[config.mk]
export PLATFORM = sky130hd
export DESIGN_NAME = rgb_cmyk_converter
export DESIGN_NICKNAME = d
export VERILOG_FILES = /design/src/rtl/core/rcc_pkg.sv /design/src/rtl/core/rcc_prep.sv /design/src/rtl/core/rcc_div_cell.sv /design/src/rtl/core/rcc_out.sv /design/src/rtl/core/rgb_cmyk_converter.sv
export SDC_FILE = /design/constraint.sdc
export NUM_CORES = 1
export LEC_CHECK = 0
export BUFFER_PORTS_ARGS = -buffer_cell sky130_fd_sc_hd__buf_2
export CAP_MARGIN = 25
export CELL_PAD_IN_SITES_DETAIL_PLACEMENT = 0
export CELL_PAD_IN_SITES_GLOBAL_PLACEMENT = 2
export CORE_MARGIN = 5
export CORE_UTILIZATION = 41
export CTS_BUF_LIST = sky130_fd_sc_hd__clkbuf_4
export CTS_CLUSTER_DIAMETER = 100
export DETAILED_ROUTE_END_ITERATION = 8
export PLACE_DENSITY = 0.83
export RECOVER_POWER = 25
export SETUP_SLACK_MARGIN = 0.05
export SLEW_MARGIN = 20
export SYNTH_ARGS = -nofsm -noshare
export SYNTH_HDL_FRONTEND = slang
export SYNTH_SLANG_ARGS = --single-unit
[constraint.sdc]
create_clock -name clk -period 13.6 [get_ports clk]
set_input_delay 4.08 -clock clk [delete_from_list [all_inputs] [get_ports clk]]
set_output_delay 4.08 -clock clk [all_outputs]
set_load 0.05 [all_outputs]
[src/rtl/core/rcc_pkg.sv]
// Shared types and constants for the RGB/CMYK converter.
// No dependencies; every other file in rtl/core imports this package.
package rcc_pkg;

  localparam int CH_W      = 8;             // bits per color channel
  localparam int NUM_CH    = 3;             // channels handled by the divider lanes
  localparam int DIV_STEPS = CH_W;          // one quotient bit per divider cell
  localparam int PROD_W    = 2 * CH_W;      // width of channel x scale product

  localparam logic [CH_W-1:0] FULL_SCALE = 8'd255;

  // Direction codes carried in the action field
  localparam logic ACT_CMYK_TO_RGB = 1'b0;
  localparam logic ACT_RGB_TO_CMYK = 1'b1;

  // Per-beat control travelling with the divider lanes
  typedef struct packed {
    logic            action;   // direction of this beat
    logic [CH_W-1:0] k;        // black: input K (to RGB) or extracted K (to CMYK)
    logic            zero;     // force all three channel results to zero
    logic [CH_W-1:0] div;      // divisor shared by all three lanes
  } meta_t;

  // One divider lane: partial remainder and dividend/quotient shift word
  typedef struct packed {
    logic [CH_W-1:0] rem;
    logic [CH_W-1:0] low;
  } lane_t;

  typedef lane_t [NUM_CH-1:0] lanes_t;

endpackage

[src/rtl/core/rcc_prep.sv]
// Front cell of the converter: black extraction, numerator product and divisor select.
// Depends on rcc_pkg.
module rcc_prep (
  input  logic                             clk,
  input  logic                             rst,
  input  logic                             in_valid,
  output logic                             in_ready,
  input  logic                             in_action,
  input  logic [rcc_pkg::NUM_CH-1:0][7:0]  in_chan,
  input  logic [7:0]                       in_black,
  output logic                             out_valid,
  input  logic                             out_ready,
  output rcc_pkg::meta_t                   out_meta,
  output rcc_pkg::lanes_t                  out_lanes
);
  import rcc_pkg::*;

  logic [NUM_CH-1:0][CH_W-1:0] inv;
  logic [NUM_CH-1:0][CH_W-1:0] num;
  logic [CH_W-1:0]             kmin;
  logic [CH_W-1:0]             mult;
  logic [PROD_W-1:0]           prod [NUM_CH];
  meta_t                       meta_next;
  logic                        vld;

  // Inverted channels and their minimum
  always_comb begin
    for (int i = 0; i < NUM_CH; i++) begin
      inv[i] = FULL_SCALE - in_chan[i];
    end
    kmin = inv[0];
    if (inv[1] < kmin) begin
      kmin = inv[1];
    end
    if (inv[2] < kmin) begin
      kmin = inv[2];
    end
  end

  // CMYK->RGB: ink*(255-K)/255.  RGB->CMYK: (inv-K)*255/(255-K).
  always_comb begin
    meta_next.action = in_action;
    if (in_action == ACT_RGB_TO_CMYK) begin
      for (int i = 0; i < NUM_CH; i++) begin
        num[i] = inv[i] - kmin;
      end
      mult           = FULL_SCALE;
      meta_next.k    = kmin;
      meta_next.zero = (kmin == FULL_SCALE);
      meta_next.div  = FULL_SCALE - kmin;
    end else begin
      num            = in_chan;
      mult           = FULL_SCALE - in_black;
      meta_next.k    = in_black;
      meta_next.zero = 1'b0;
      meta_next.div  = FULL_SCALE;
    end
    for (int i = 0; i < NUM_CH; i++) begin
      prod[i] = PROD_W'(num[i]) * PROD_W'(mult);
    end
  end

  assign in_ready  = !vld || out_ready;
  assign out_valid = vld;

  // Stage register
  always_ff @(posedge clk) begin
    if (rst) begin
      vld <= 1'b0;
    end else if (in_ready) begin
      vld <= in_valid;
    end
  end

  always_ff @(posedge clk) begin
    if (in_ready && in_valid) begin
      out_meta <= meta_next;
      for (int i = 0; i < NUM_CH; i++) begin
        out_lanes[i].rem <= prod[i][PROD_W-1:CH_W];
        out_lanes[i].low <= prod[i][CH_W-1:0];
      end
    end
  end

endmodule

[src/rtl/core/rcc_div_cell.sv]
// One restoring-division cell: develops one quotient bit for each of the three lanes.
// Depends on rcc_pkg.
module rcc_div_cell (
  input  logic             clk,
  input  logic             rst,
  input  logic             in_valid,
  output logic             in_ready,
  input  rcc_pkg::meta_t   in_meta,
  input  rcc_pkg::lanes_t  in_lanes,
  output logic             out_valid,
  input  logic             out_ready,
  output rcc_pkg::meta_t   out_meta,
  output rcc_pkg::lanes_t  out_lanes
);
  import rcc_pkg::*;

  lanes_t          lanes_next;
  logic [CH_W:0]   trial [NUM_CH];
  logic [NUM_CH-1:0] ge;
  logic            vld;

  // Shift in next dividend bit, subtract divisor if it fits
  always_comb begin
    for (int i = 0; i < NUM_CH; i++) begin
      trial[i] = {in_lanes[i].rem, in_lanes[i].low[CH_W-1]};
      ge[i]    = (trial[i] >= {1'b0, in_meta.div});
      lanes_next[i].rem = ge[i] ? CH_W'(trial[i] - {1'b0, in_meta.div})
                                : trial[i][CH_W-1:0];
      lanes_next[i].low = {in_lanes[i].low[CH_W-2:0], ge[i]};
    end
  end

  assign in_ready  = !vld || out_ready;
  assign out_valid = vld;

  always_ff @(posedge clk) begin
    if (rst) begin
      vld <= 1'b0;
    end else if (in_ready) begin
      vld <= in_valid;
    end
  end

  always_ff @(posedge clk) begin
    if (in_ready && in_valid) begin
      out_meta  <= in_meta;
      out_lanes <= lanes_next;
    end
  end

endmodule

[src/rtl/core/rcc_out.sv]
// Output cell: turns quotients into RGB or CMYK values and holds the result beat.
// Depends on rcc_pkg.
module rcc_out (
  input  logic                             clk,
  input  logic                             rst,
  input  logic                             in_valid,
  output logic                             in_ready,
  input  rcc_pkg::meta_t                   in_meta,
  input  rcc_pkg::lanes_t                  in_lanes,
  output logic                             out_valid,
  input  logic                             out_ready,
  output logic [rcc_pkg::NUM_CH-1:0][7:0]  out_chan,
  output logic [7:0]                       out_black
);
  import rcc_pkg::*;

  logic [NUM_CH-1:0][CH_W-1:0] chan_next;
  logic [CH_W-1:0]             black_next;
  logic                        vld;

  // Lanes now hold the quotients in their low words
  always_comb begin
    for (int i = 0; i < NUM_CH; i++) begin
      if (in_meta.action == ACT_RGB_TO_CMYK) begin
        chan_next[i] = in_meta.zero ? '0 : in_lanes[i].low;
      end else begin
        // quotient + K never passes full scale for 8-bit inputs
        chan_next[i] = FULL_SCALE - in_lanes[i].low - in_meta.k;
      end
    end
    black_next = (in_meta.action == ACT_RGB_TO_CMYK) ? in_meta.k : '0;
  end

  assign in_ready  = !vld || out_ready;
  assign out_valid = vld;

  always_ff @(posedge clk) begin
    if (rst) begin
      vld <= 1'b0;
    end else if (in_ready) begin
      vld <= in_valid;
    end
  end

  always_ff @(posedge clk) begin
    if (in_ready && in_valid) begin
      out_chan  <= chan_next;
      out_black <= black_next;
    end
  end

endmodule

[src/rtl/core/rgb_cmyk_converter.sv]
// Converts one color per beat between 8-bit CMYK and 8-bit RGB; tuser picks the
// direction. Accepts one beat per clock unless the output stalls; made of a front cell
// (black extraction and 8x8 products), a chain of 8 division cells that each
// resolve one quotient bit for all three channels, and an output register. A cell
// holds its beat only while it is full and the next cell cannot take that beat, so
// bubbles close up.
// Depends on rcc_pkg, rcc_prep, rcc_div_cell and rcc_out.
module rgb_cmyk_converter (
  input  logic        clk,
  input  logic        rst,
  input  logic        s_axis_tvalid,
  output logic        s_axis_tready,
  input  logic [31:0] s_axis_tdata,   // cyan_or_red, magenta_or_green, yellow_or_blue, black_ink
  input  logic [0:0]  s_axis_tuser,   // action
  output logic        m_axis_tvalid,
  input  logic        m_axis_tready,
  output logic [31:0] m_axis_tdata    // out_cyan_or_red, out_magenta_or_green,
                                      // out_yellow_or_blue, out_black
);
  import rcc_pkg::*;

  logic [NUM_CH-1:0][CH_W-1:0] in_chan;
  logic [NUM_CH-1:0][CH_W-1:0] res_chan;
  logic [CH_W-1:0]             res_black;

  // Chain links: index 0 is the front cell output, DIV_STEPS the last divider output
  logic   [DIV_STEPS:0] link_valid;
  logic   [DIV_STEPS:0] link_ready;
  meta_t                link_meta  [DIV_STEPS+1];
  lanes_t               link_lanes [DIV_STEPS+1];

  assign in_chan[0] = s_axis_tdata[7:0];
  assign in_chan[1] = s_axis_tdata[15:8];
  assign in_chan[2] = s_axis_tdata[23:16];

  rcc_prep u_prep (
    .clk       (clk),
    .rst       (rst),
    .in_valid  (s_axis_tvalid),
    .in_ready  (s_axis_tready),
    .in_action (s_axis_tuser[0]),
    .in_chan   (in_chan),
    .in_black  (s_axis_tdata[31:24]),
    .out_valid (link_valid[0]),
    .out_ready (link_ready[0]),
    .out_meta  (link_meta[0]),
    .out_lanes (link_lanes[0])
  );

  // Division chain, one quotient bit per cell
  for (genvar g = 0; g < DIV_STEPS; g++) begin : g_div
    rcc_div_cell u_cell (
      .clk       (clk),
      .rst       (rst),
      .in_valid  (link_valid[g]),
      .in_ready  (link_ready[g]),
      .in_meta   (link_meta[g]),
      .in_lanes  (link_lanes[g]),
      .out_valid (link_valid[g+1]),
      .out_ready (link_ready[g+1]),
      .out_meta  (link_meta[g+1]),
      .out_lanes (link_lanes[g+1])
    );
  end

  rcc_out u_out (
    .clk       (clk),
    .rst       (rst),
    .in_valid  (link_valid[DIV_STEPS]),
    .in_ready  (link_ready[DIV_STEPS]),
    .in_meta   (link_meta[DIV_STEPS]),
    .in_lanes  (link_lanes[DIV_STEPS]),
    .out_valid (m_axis_tvalid),
    .out_ready (m_axis_tready),
    .out_chan  (res_chan),
    .out_black (res_black)
  );

  assign m_axis_tdata = {res_black, res_chan[2], res_chan[1], res_chan[0]};

endmodule

# --- After elaboration in Yosys (flattened, before gate mapping) ---
# Index checks and enable logic that the tools add are counted.
word_totals:
  ff_bits: 604
  input_bits: 37
  out_inout_bits: 34
  elab_cells: 227
classes:
  add_sub_neg: 35
  n_mul: 3
  n_lt_le_gt_ge: 26
  eq_ne: 1
  muxes: 32
  n_reduce_logical: 30
op_table:
  columns: ["op", "count"]
  rows:
  - ["$mux W8", 30]
  - ["$ge A9 B8 Y1", 24]
  - ["$sub A8 B8 Y8", 27]
  - ["$sub A8 B8 Y8 const A", 8]
  - ["$mul A8 B8 Y16", 3]
  - ["$mux W24", 1]
  - ["$mux W17", 1]
  - ["$lt A8 B8 Y1", 2]
  - ["$logic_and A1 B1 Y1", 10]
  - ["$logic_not A1 Y1", 10]
  - ["$logic_or A1 B1 Y1", 10]
  - ["$eq A8 B8 Y1 const B", 1]

# --- Longest topological paths before layout ---
# Gate-level depths: netlist (run 1).
depth:
  word_depth: 12
  mapped_depth: 46
  depth_no_buf: 42

# --- Cells and area by module ---
# Synthesis (run 1) repeated with hierarchy kept, for this count alone.
unflattened:
  hier_cells: 3461
  hier_area_um2: 41401.0
by_module_without_submodules:
  columns: ["mod", "instances", "cells_each", "area_per_inst_um2", "seq_area_each_um2"]
  rows:
  - ["rcc_div_cell", 8, 254, 3577.2, 2001.9]
  - ["rcc_prep", 1, 1167, 10322.4, 2001.9]
  - ["rcc_out", 1, 262, 2461.1, 980.9]

# --- Worst setup path before layout (run 1) ---
# Ideal clock, no wire load.
synth_path:
  path_type: "in2reg"
  start: "in s_axis_tdata[13]"
  end: "reg u_prep.out_lanes[45] in the netlist's numbering (data pin)"
  setup_ps: 258
  arrival_time_ps: 13266
  required_ps: 13342
  slack_ps: 76
  cell_stages: 41
  path_buffers: 4
  cell_sequence: "clkbuf_1 -> inv_1 -> ha_1 -> a21oi_1 -> o21ai_0 -> a21oi_4 -> buf_2 -> mux2_2 -> ha_1 -> and2_1 -> and3_1 -> clkbuf_1 -> nand3_1 -> mux2i_2 -> a211oi_1 -> clkbuf_1 -> a21oi_1 -> ha_1 -> [... 5 more ...] -> nor2_1 -> fa_1 -> inv_1 -> fa_1 -> inv_1 -> fa_1 -> inv_1 -> fa_1 -> inv_1 -> ha_1 -> a21boi_0 -> o21ai_0 -> a21boi_0 -> o21ai_0 -> a21boi_0 -> o21ai_0 -> nor2b_1 -> xnor2_1"
synth_lines:
  columns: ["item", "line", "text"]
  rows:
  - ["start, declared", "rgb_cmyk_converter.sv:13", "input logic [31:0] s_axis_tdata,"]
  - ["end, declared", "rcc_prep.sv:14", "output rcc_pkg::lanes_t out_lanes"]

==> results.md, run 1 <==
Timing:
- Setup violations remaining at the end of the flow were counted as 0.
- The maximum clock rate is 79.5 MHz.
- For the final routed database, the setup TNS stands at 0 ps.
- The number of failing hold endpoints at the final stage is 0.
- The worst clock skew on the final layout is 65.6 ps.
- The smallest clock period supported by the final layout is computed as 12580 ps.
- The worst relative slew slack is -24.0%.
- The final-report max-slew violation count is 52.
- Setup repair after global routing left no endpoint under its margin.
- The transition time of the tightest slew-check pin is 1860 ps.
- The final period utilization is 92.5%.

Worst setup path:
- The largest fanout of any net on the critical path is 13.
- The class of the most critical setup path is primary input to flop.
- On the worst path, the slowest cell contributes a delay of ~530 ps.
- The slowest stage of the critical path is the fa_1 cell.
- The critical path launch point type is a primary input.
- Counting cells, the worst reg-to-reg path comes to 12.
- The data required time of the worst path is 14290 ps.
- STA classifies the critical path endpoint as a flop.
- The arrival time at the worst endpoint is 13270 ps.

Synthesis:
- For this run, the number of Yosys warnings is 0.
- Summing the sequential cell areas from Yosys gives 49.4% of the chip area.
- Summing the areas of all fa, ha and maj instances in the mapped netlist gives 19.3% of the synthesized area.
- Synthesis produced a netlist with a net count of 3757.
- By area, the combinational part of the netlist is dominated by adder cells.
- The number of distinct library cell variants in the gate-level netlist after synthesis is 73.
- Synthesis produced a netlist whose cell count is 3238.
- Summing the areas of all compound-gate instances in the mapped netlist gives 12.3% of the synthesized area.
- Synthesis inferred 604 register bits.
- After synthesis, the most frequently instantiated cells are 594 x edfxtp_1, 430 x inv_1, 350 x ha_1.
- Among all cell types in the netlist, the one instantiated most often is edfxtp_1.
- The average cell area after synthesis is 11.3 sq um.
- Of the total synthesized cell area, the portion taken by XOR and XNOR cells is 2.97%.
- The post-synth design cell area is 36500 sq um.
- Counting flops with an async set or reset pin after synthesis yields a share of 0%.
- Summed over all instances, the cell type with the most area after synthesis is edfxtp_1.
- Yosys attributes the largest share of cell area to edfxtp_1 49%, ha_1 12%, fa_1 7.2%, inv_1 4.4%, o21ai_0 3.4%.
- In the synthesized netlist the dominant register cell turns out to be edfxtp_1.
- The basic-gate share of the synthesized area counting and, or, nand and nor cells is between 10% and 20%.
- The share of synthesized area in the top cell type comes to 48.9%.
- The number of enable flip-flop cells after synthesis is 594.
- The multiplexer area fraction after synthesis is 0.469%.

Placed design:
- The count of placed standard cells including taps is 4464.
- The total of buffers placed on input and output ports is 70.
- The half-perimeter wire length after detailed placement is 64.8 mm.
- The routability congestion estimate is ~0.92.

Outcome:
- The checks that failed: capacitance limit, slew limit.
- The flow ran to the end, but the final reports show violations.

Run:
- The total of max-cap violations is 1.

Detailed routing:
- After the first detailed-routing iteration, the DRC count stood at 1446.
- In the final routed layout, each cell accounts on average for 17.6 um.
- After detailed routing, the number of vias per cell comes to 5.04.
- The total length of routed wires is 83.3 mm.
- The first detailed-routing pass took 5 iterations.
- After detailed routing, the number of remaining DRC violations is 0.
- The post-detailed-route count of antenna-violating nets is 0.
- The via count is ~24000.

Clock network:
- The deepest level of the CTS H-tree is 4.
- The number of buffers inserted by hold repair at cts is 0.
- The post-CTS setup buffer count is 0.
- The number of clock sinks seen by CTS is 604.
- Once the clock tree was built, the resizer swapped 0 gates to a different size.
- The clock edge transition at the registers on the reported setup and hold paths is 70 ps.
- The TritonCTS clock tree is done.
- The cell at the root of the clock tree is clkbuf_4.
- The clock passes through at most 3 buffers.
- The insertion delay to the later sink of the worst-skew pair is 950 ps.
- In this run, CTS created clock tree buffers numbering 157.

Power and ir drop:
- IR analysis of the VDD net gives a maximum drop of 579 uV.
- After layout, the design draws a total of 8.81 mW.
- The power density normalized to cell area is 217 nW/um^2.
- The total leakage power is 16.9 nW.

GRT:
- The total overflow left after global routing is 0.
- The maximum number of pins on one net before global-route repair is 67.
- The first global-routing pass estimated 131 mm of wire.
- The global-route total usage across every layer is 17.6%.
- The number of global-route vias before repair came to 24277.
- The initial antenna violation count is 3.

Die:
- The top-level I/O count is 71.
- The total core area is 88400 sq um.
- Once the floorplan was initialized, standard cells occupied 41.3% of the core.
- Row generation in the floorplan step produced 109 rows.
- The floorplan step defined a die boundary enclosing 95100 sq um.
- From left edge to right edge, the die measures 308 um.
- The die boundary height is 308 um.

Final layout:
- The area growth from synthesis to layout is 11.3%.
- The layout has 8309 filler cells.
- In the final layout, the share of cells above drive strength 1 is approximately 12%.
- The net count of the finished layout is 3979.
- Once layout is complete, the cells apart from fillers number 4745.

Hold path:
- The worst hold path passes through 0 cells.
- In this run the worst hold path is classified as flop to flop.
-- routing by layer --
| metal | share of wire (%) | wire (um) | global-route usage [%] | up-vias |
|---|---|---|---|---|
| met5 | 0 | 0 | 0 | - |
| met4 | 2.3 | 1930 | 5.24 | 0 |
| met3 | 4.1 | 3440 | 3.19 | 124 |
| met2 | 49 | 41200 | 30.4 | 453 |
| met1 | 44 | 36800 | 22.7 | 11329 |
| li1 | - | - | - | 12026 |
-- cell families (layout without fill, tap and decap cells) --
group / count (synthesis) / count (layout)
flip-flops: 604 / 604
AO/OA/AOI/OAI: 700 / 700
multiplexers: 16 / 16
other: 0 / 1
XOR/XNOR: 124 / 124
buffers and inverters: 499 / 840
AND/OR/NAND/NOR: 809 / 809
adder cells (fa/ha/maj): 486 / 486
-- cell type report --
class                   count  area [sq um]  share of cell area [%]
clock inverters            54           343                   0.843
clock buffers             224          1680                    4.14
flip-flops and latches    604         18000                    44.4
well taps                1165          1460                    3.59
inverters                 431          1620                    3.98
multi-input cells        2135         16700                    41.0
repair buffers            131           830                    2.04
diodes                      1          2.50                 0.00616
-- final timing paths --
kind                                                                 to                                     from  slack, ps
worst max-delay path                     u_prep.out_lanes[13]$_DFFE_PP_                         s_axis_tdata[12]       1020
worst min-delay path            g_div[3].u_cell.out_lanes[37]$_DFFE_PP_  g_div[2].u_cell.out_lanes[36]$_DFFE_PP_        370
worst max register to register   g_div[1].u_cell.out_lanes[8]$_DFFE_PP_    g_div[0].u_cell.out_meta[1]$_DFFE_PP_       9710
worst min register to register  g_div[3].u_cell.out_lanes[37]$_DFFE_PP_  g_div[2].u_cell.out_lanes[36]$_DFFE_PP_        370
-- placed cells by master (no fill, tap or decap), drive strengths merged, types with 5 or more instances in the layout --
master	count
a2111oi	8
a211o	9
a211oi	7
a21boi	75
a21o	83
a21oi	136
a311oi	27
and2	14
and3	9
buf	129
clkbuf	225
clkinv	46
dfxtp	10
edfxtp	594
fa	132
ha	350
inv	437
mux2	6
mux2i	10
nand2	233
nand2b	41
nand3	8
nand3b	22
nand4	53
nor2	260
nor2b	66
nor3	53
o2111ai	14
o21a	5
o21ai	257
o31ai	42
or2	29
or3	7
or4	7
xnor2	74
xor2	50
-- metrics by stage --
stage	hold WS (ps)	instance area [sq um]	util (%)	setup WS (ps)
after floorplan	400	36500	-	76.4
after global placement	400	38600	43.7	302
after detailed placement	405	38600	43.7	227
after CTS	352	40600	45.9	1310
after global routing	374	40600	46.0	429
final	373	40600	46.0	1020
-- power breakdown --
part           leakage, nW  switching, mW  internal (mW)
clock                 1.20          0.743          0.793
sequential            5.52         0.0942           2.52
combinational         10.2           2.63           2.02
total                 16.9           3.46           5.34
-- critical path, delay by kind of cell --
kind	cells	cell delay (ps)
simple gates	4	630
fa+ha+maj	8	3130
buf+inv	6	700
xor+xnor	2	600
compound gates	17	3880
mux	1	280
-- registers in the layout, summed over array words and instances, names as in the netlist --
signal,cells
g_div.u_cell.out_meta,136
u_out.out_valid,1
u_out.out_chan,24
g_div.u_cell.out_lanes,360
u_prep.out_meta,18
u_out.out_black,8
u_prep.out_valid,1
u_prep.out_lanes,48
g_div.u_cell.out_valid,8
(Power assumes the default switching activity.)
==> inputs of run 2 (changes only) <==
- CELL_PAD_IN_SITES_DETAIL_PLACEMENT: 0 -> 1
==> results.md, run 2 (same netlist as run 1, synthesis figures left out) <==
Power and ir drop:
- The clock share of power is 17.2%.
- The switching power is 3.59 mW.
- Net switching is 40.2% of the power.
- The maximum VDD drop is 517 uV.
- The share of total power dissipated in combinational logic is 53.4%.
- Of the total power, registers draw 29.4%.
- Power spread over the standard cell area amounts to 220 nW/um^2.
- The total leakage power is 16.8 nW.
- The internal cell power is 5.34 mW.

Final layout:
- Once layout is complete, the utilization of the core stands at 45.9%.
- Fill cells in the final layout number slightly below 10000.
- Cells with a size suffix above 1 make up 12.1% of the layout.
- The layout overhead on the synthesized area is 11.1%.
- The largest registers in the layout are g_div.u_cell.out_lanes x360, g_div.u_cell.out_meta x136, u_prep.out_lanes x48.
- More flip-flops sit in one register than any other, and that register is g_div.u_cell.out_lanes.
- Leaving out fill and tap cells, the most frequent cell in the layout is edfxtp_1.
- The flip-flop count of the largest register, all copies and words added is 360.
- In the layout the commonest cells are 594 x edfxtp_1, 430 x inv_1, 350 x ha_1, 260 x nor2_1, 251 x o21ai_0.
- The final layout contains 3982 nets.

Detailed routing:
- Dividing the detail-routed wire length by the instance count gives 19.7 um.
- The number of vias per cell after detailed routing is 5.23.
- The number of search-and-repair iterations in the first detailed-routing pass is 5.
- The total length of routed wires is 93.3 mm.
- The initial DRC count is roughly 1300.
- The post-detailed-route DRC marker count is 0.
- In this run the remaining antenna-violating nets after routing total 0.
- The via count is roughly 25000.

Clock network:
- TritonCTS built the clock tree.
- The maximum buffer depth of the clock tree is 3.
- The post-CTS setup buffer count is 0.
- The clock edge transition at the registers on the reported setup and hold paths is about 70 ps.
- The cell at the root of the clock tree is clkbuf_4.
- The number of resized instances in the post-cts repair step is 0.
- The later pin in the worst-skew pair is clocked with a latency of 1010 ps.
- The clock tree synthesis step divided the H-tree into 4 levels.
- The number of buffers inserted by hold repair at cts is 0.
- The TritonCTS buffer count is 161.
- The clock net in this run drives a total of 604 sinks.

Hold path:
- The class of the tightest hold or removal check is flop to flop.

Worst setup path:
- Data arrives at the worst endpoint at ~14000 ps.
- In this run the worst path has a maximum fanout of 13.
- STA classifies the critical path endpoint as a flop.
- The most prevalent standard cell on the critical path is o21ai_0.
- The critical path's slowest cell is fa_1.
- Among cell families on the critical path, the largest total delay comes from compound AO/OA/AOI/OAI gates.
- STA classifies the critical path startpoint as a primary input.
- The number of buffer and inverter stages on the critical path is 7.
- For this run, the slowest stage of the critical path takes ~560 ps.
- The class of the most critical setup path is primary input to flop.
- For the worst setup path, the data required time is 14320 ps.

Die:
- The initialized floorplan defines roughly 110 standard-cell rows.
- The area enclosed by the die boundary is 95100 sq um.
- The initial utilization of the core area, before any placement, comes to 41.3%.
- The die width is 308 um.
- The die boundary height is a little over 300 um.
- The total core area is 88400 sq um.
- For this design the top-level I/O count stands at 71.

Timing:
- The worst relative slew slack is -29.4%.
- The transition time of the tightest slew-check pin is 1940 ps.
- The final critical-path setup slack is around 810 ps.
- The maximum clock rate is slightly below 80 MHz.
- Setup repair after global routing left no endpoint under its margin.
- The worst hold margin is approximately 360 ps.
- Across the routed clock network, the largest skew measured is between 70 and 80 ps.
- The count of final setup violators is 0.
- The final-report max-slew violation count is 52.
- For the final routed database, the setup TNS stands at 0 ps.
- The number of failing hold endpoints at the final stage is 0.
- The final period utilization is between 90% and 100%.
- The minimum clock period is ~13000 ps.

Placed design:
- The routability congestion estimate is about 0.9.
- Input and output buffers added on the ports amount to 70.
- The half-perimeter wire length after detailed placement is 72.7 mm.
- Timing analysis after detailed placement gives a worst setup slack of 5.36 ps.

GRT:
- The global-route total usage across every layer is 19.6%.
- Summed over all layers, the global routing overflow is 0.
- The initial antenna violation count came to 5.
- The wire length of the first global-routing pass is 146 mm.
- The number of global-route vias before repair is 26632.
- Entering global routing, the biggest net connects 67 pins.

Outcome:
- The run finished, with violations left.
- The checks that failed: capacitance limit, slew limit.

Run:
- The total of max-cap violations is 1.
[run 2: routing by layer]
layer / GRT usage (%) / vias up / share of wire, %
met5: 0 / - / 0
met4: 7.32 / 0 / 3.3
met3: 3.68 / 158 / 4.2
met2: 34.5 / 496 / 50
met1: 24.1 / 12152 / 42
li1: - / 11995 / -
[run 2: final timing paths]
check                                            end  slack (ps)  cells after the start                                    start
max                   u_prep.out_lanes[45]$_DFFE_PP_         810                     39                         s_axis_tdata[12]
min          g_div[3].u_cell.out_lanes[23]$_DFFE_PP_         360                      0  g_div[2].u_cell.out_lanes[22]$_DFFE_PP_
max reg2reg   g_div[1].u_cell.out_lanes[8]$_DFFE_PP_        9690                     12    g_div[0].u_cell.out_meta[1]$_DFFE_PP_
min reg2reg  g_div[3].u_cell.out_lanes[23]$_DFFE_PP_         360                      0  g_div[2].u_cell.out_lanes[22]$_DFFE_PP_
[run 2: per-stage QoR]
stage          cell area [sq um]  std cells  total power [mW]
2_1_floorplan              36500       3238              6.19
3_3_place_gp               38600       4464              7.42
3_5_place_dp               38600       4464              7.52
4_1_cts                    40500       4734              9.12
5_1_grt                    40600       4738              9.83
6_report                   40600       4740              8.93
[run 2: power groups by stage]
stage,clock network (mW),registers (mW),logic [mW]
floorplan,0,2.61,3.58
global placement,0,2.66,4.76
detailed placement,0,2.67,4.85
CTS,1.60,2.63,4.89
global route,1.71,2.64,5.48
finish,1.53,2.62,4.77
[run 2: cell type report]
class / instances / area, sq um / share of cell area (%)
Timing Repair Buffer: 130 / 810 / 2.00
Clock buffer: 225 / 1690 / 4.17
Sequential cell: 604 / 18000 / 44.5
Tap cell: 1165 / 1460 / 3.59
Multi-Input combinational cell: 2135 / 16700 / 41.1
Antenna cell: 5 / 12.5 / 0.0309
Inverter: 431 / 1620 / 3.99
Clock inverter: 45 / 251 / 0.620
